### src/design/s2t_pkg.sv
// Shared types and constants for the stride-2 trie longest-prefix-match engine.
package s2t_pkg;

  localparam logic OP_LOOKUP = 1'b0;
  localparam logic OP_INSERT = 1'b1;
  localparam int unsigned MAX_DEPTH = 16;

  // One queued item between the front and back parts.
  typedef struct packed {
    logic        op;
    logic [31:0] address;
    logic [5:0]  prefix_len;
    logic [15:0] port_in;
  } item_t;

  // Route entry: valid, length and port.
  typedef struct packed {
    logic        valid;
    logic [5:0]  len;
    logic [15:0] port;
  } route_t;

  // Two address bits that pick the child of a node at the given depth.
  function automatic logic [1:0] symbol_at(input logic [31:0] addr, input logic [3:0] depth);
    logic [4:0] sh;
    logic [31:0] tmp;
    sh = 5'd30 - {depth, 1'b0};
    tmp = addr >> sh;
    return tmp[1:0];
  endfunction

endpackage

### src/design/s2t_front.sv
// Front part: accepts items, clamps the prefix length and queues them.
module s2t_front import s2t_pkg::*; (
  input  logic        clk,
  input  logic        rst,
  input  logic        start,
  input  logic        op,
  input  logic [31:0] address,
  input  logic [5:0]  prefix_len,
  input  logic [15:0] port_in,
  output logic        busy,
  output logic        q_valid,
  output item_t       q_item,
  input  logic        q_pop
);

  localparam int QDEPTH = 2;

  item_t      mem [QDEPTH];
  logic       wptr;
  logic       rptr;
  logic [1:0] count;
  logic       push;
  item_t      in_item;

  always_comb begin
    in_item.op = op;
    in_item.address = address;
    in_item.prefix_len = (prefix_len > 6'd32) ? 6'd32 : prefix_len;
    in_item.port_in = port_in;
  end

  assign busy = (count == 2'(QDEPTH));
  assign push = start && !busy;
  assign q_valid = (count != 2'd0);
  assign q_item = mem[rptr];

  always_ff @(posedge clk) begin
    if (push) begin
      mem[wptr] <= in_item;
    end
    if (rst) begin
      wptr <= 1'b0;
      rptr <= 1'b0;
      count <= 2'd0;
    end else begin
      if (push) wptr <= ~wptr;
      if (q_pop) rptr <= ~rptr;
      count <= count + 2'(push) - 2'(q_pop);
    end
  end

endmodule

### config.mk
export PLATFORM = sky130hd
export DESIGN_NAME = s2t_front
export DESIGN_NICKNAME = d
export VERILOG_FILES = /design/src/design/s2t_pkg.sv /design/src/design/s2t_front.sv
export SDC_FILE = /design/constraint.sdc
export NUM_CORES = 1
export LEC_CHECK = 0
export ABC_AREA = 1
export ABC_CLOCK_PERIOD_IN_PS = 3600
export BUFFER_PORTS_ARGS = -buffer_cell sky130_fd_sc_hd__buf_4
export CAP_MARGIN = 20
export CORE_MARGIN = 10
export CORE_UTILIZATION = 52
export CTS_CLUSTER_SIZE = 40
export DETAILED_ROUTE_END_ITERATION = 12
export HOLD_SLACK_MARGIN = 0.03
export PLACE_DENSITY = 0.78
export SLEW_MARGIN = 10
export SYNTH_ARGS = -nofsm -noshare
export SYNTH_HDL_FRONTEND = slang
export SYNTH_SLANG_ARGS = --single-unit
### constraint.sdc
create_clock -name clk -period 3.6 [get_ports clk]
set_input_delay 0.18 -clock clk [delete_from_list [all_inputs] [get_ports clk]]
set_output_delay 0.18 -clock clk [all_outputs]
set_load 0.02 [all_outputs]
==> results.json <==
{
  "status": "completed",
  "worstSetupPathType": "reg2out",
  "grt_overflow": 0,
  "rows": 33,
  "finalNetCount": 465,
  "critPathCapture": "q_item[54]",
  "crit_path_end_kind": "output port",
  "r2r_start": "count[0]",
  "synth_edf_count": 110,
  "cts_max_level": 4,
  "slew_headroom_pct": 32.6,
  "synthMostInstantiatedCell": "edfxtp_1",
  "ys_ff_latch": 115,
  "syn2layout_area_growth_pct": 45.1,
  "netlist_area_um2": 4500,
  "drt-pass1-iter-count": 6,
  "grt_antenna_before_repair": 0,
  "setup_slack_ps": 1300,
  "gp_congestion": 0.698,
  "hpwl_um": 5860,
  "slew_viol_final": 0,
  "share_seq_of_total_power_pct": 44.0,
  "cts_resized": 0,
  "diodes": 0,
  "vias": 2500,
  "stdcell_count": 520,
  "final_util_pct": 78.7,
  "cp_max_fo": 55,
  "grt_use_total_pct": 15.1,
  "power.leakage_nw": 2.67,
  "skew_ps": 6.83,
  "wl_um": 9500,
  "yosysWarnings": 0,
  "post-place-ws_ps": 1600,
  "cts_sinks": 115,
  "whs_ps": 409,
  "cts_root_buf": "clkbuf_8",
  "netSwitchingFraction_pct": 23.6,
  "p_sw_mw": 0.898,
  "post-route-period-util_pct": 63.9,
  "portBuffers": 115,
  "die_y_um": 113,
  "yosys.area.top_type": "edfxtp_1",
  "synth_area_per_cell_um2": 20.8,
  "ys_top_cells_by_area": "edfxtp_1 (73%), mux2_4 (17%), buf_12 (2.2%)",
  "placed_cell_area_um2": 5410,
  "worst_ep_arrival_time_ps": 2120,
  "ys_seq_area_share_pct": 75.6,
  "cts-buffers-inserted": 17,
  "rsz0062_at_grt": "no",
  "p_clk_share_pct": 39.3,
  "wl_per_cell_um": 18.3,
  "dpl.cell_count": 431,
  "ir_drop_v": 0.000448,
  "syn_nets": 277,
  "die_area_um2": 12800,
  "critical_path.cell_chain": "mux2_2 > buf_4",
  "start_util_pct": 54.2,
  "reg2reg_slack_ps": 1630,
  "powerDensity_nw_per_um2": 582,
  "cpMaxStageDelayCell": "dfxtp_4",
  "syn-instance-count": 216,
  "finalHoldViolCount": 0,
  "p_comb_share_pct": 16.6,
  "postSynth.asyncResetShare_pct": 0,
  "synth_top_area_share_pct": 73.4,
  "synth_common_cells": "edfxtp_1 (110), mux2_4 (50), inv_1 (14), nor2_1 (11), nand2_1 (7)",
  "clk_path_buf_depth": 2,
  "setup_viol": 0,
  "internal_power_mw": 2.90,
  "vias_per_cell": 4.81,
  "pin_count": 116,
  "hold_path.class": "in2reg",
  "fill_cells": 452,
  "first_global_vias": 2841,
  "reg2reg_to": "mem[1][24]",
  "grt_max_degree": 56,
  "fmax_mhz": 435,
  "p_total_mw": 3.80,
  "drive_gt1_share_pct": 48.4,
  "core-area_um2": 8300,
  "cap_violations": 0,
  "clk-insertion-delay-late_ps": 490,
  "stdcell_area_um2": 6530,
  "ys_types": 14,
  "drtIter0Drc": 136,
  "tightest_slew_ps": 1010,
  "final_antenna_net_count": 0,
  "postCtsSetupBuffers": 0,
  "start_kind": "register",
  "setup_tns_ps": 0,
  "path_clk_slew_ps": 60,
  "drc": 0,
  "crit_required_ps": 3420,
  "grt_pass1_wl_um": 14900,
  "r2r_cells": 5,
  "cts_tree": "done",
  "crit_path_max_incr_delay_ps": 1020,
  "synthFlopType": "edfxtp_1",
  "finalCriticalPeriod_ps": 2300,
  "die_w_um": 113
}
[cell type report]
type / count / area [µm²] / area share [%]
Clock buffer: 17 / 414 / 6.34
Clock inverter: 13 / 120 / 1.84
Inverter: 14 / 52.6 / 0.805
Multi-Input combinational cell: 80 / 936 / 14.3
Sequential cell: 115 / 3410 / 52.2
Tap cell: 105 / 131 / 2.01
Timing Repair Buffer: 176 / 1470 / 22.5
[layout by cell type (no fill, tap or decap)]
cell	instances
ha_1	2
inv_2	1
clkinv_1	4
nor2_4	1
mux2_4	50
nand2_1	7
clkinv_4	2
edfxtp_1	110
dfxtp_4	1
nor2_1	10
bufinv_16	2
clkbuf_16	16
dlygate4sd3_1	59
clkinv_2	4
nand3_1	2
xnor2_1	1
a21oi_1	2
inv_1	13
clkbuf_8	1
dfxtp_1	4
mux2_2	5
clkinvlp_4	1
buf_4	117
[power by group through the flow]
stage               sequential [mW]  combinational (mW)  clock [mW]
global route                   1.68               0.677        1.59
floorplan                      1.66               0.389           0
global placement               1.69               0.574           0
detailed placement             1.70               0.583           0
finish                         1.67               0.632        1.49
CTS                            1.67               0.640        1.51
[worst max-delay path: cells and delay by family (launching register included)]
family | cells | cell delay, ps
mux | 1 | 430
buf+inv | 1 | 160
flops | 1 | 1020
[cell families (layout without fill, tap and decap cells)]
family / Yosys count / after routing / synth area share, %
xor+xnor: 1 / 1 / 0.195
flops: 115 / 115 / 75.6
buf+inv: 21 / 220 / 3.73
mux: 55 / 55 / 17.9
compound gates: 2 / 2 / 0.222
fa+ha+maj: 2 / 2 / 0.556
simple gates: 20 / 20 / 1.72
[what timing repair did]
item	4_1_cts	5_1_grt
hold buffers	59	0
hold endpoints to repair	115	0
setup endpoints to repair	0	0
[worst min path at each step]
stage,start,end,cells past startpoint
floorplan,rst,count[0],1
global placement,rst,register,2
detailed placement,rst,register,2
CTS,address[18],mem[0][40],2
global route,address[21],mem[1][43],2
finish,address[18],mem[0][40],2
[state kept, by name, summed over array words and instances, names as in the netlist, named ones only]
| name | cells |
|---|---|
| count | 2 |
| rptr | 1 |
| mem | 110 |
| wptr | 1 |
[per-layer routing]
layer  global-route usage, %  part of all wire (%)
met5                       0                     0
met4                    4.74                   1.1
met3                    6.44                   8.1
met2                    24.9                    50
met1                    17.3                    41
Power figures use the tool's default switching activity.
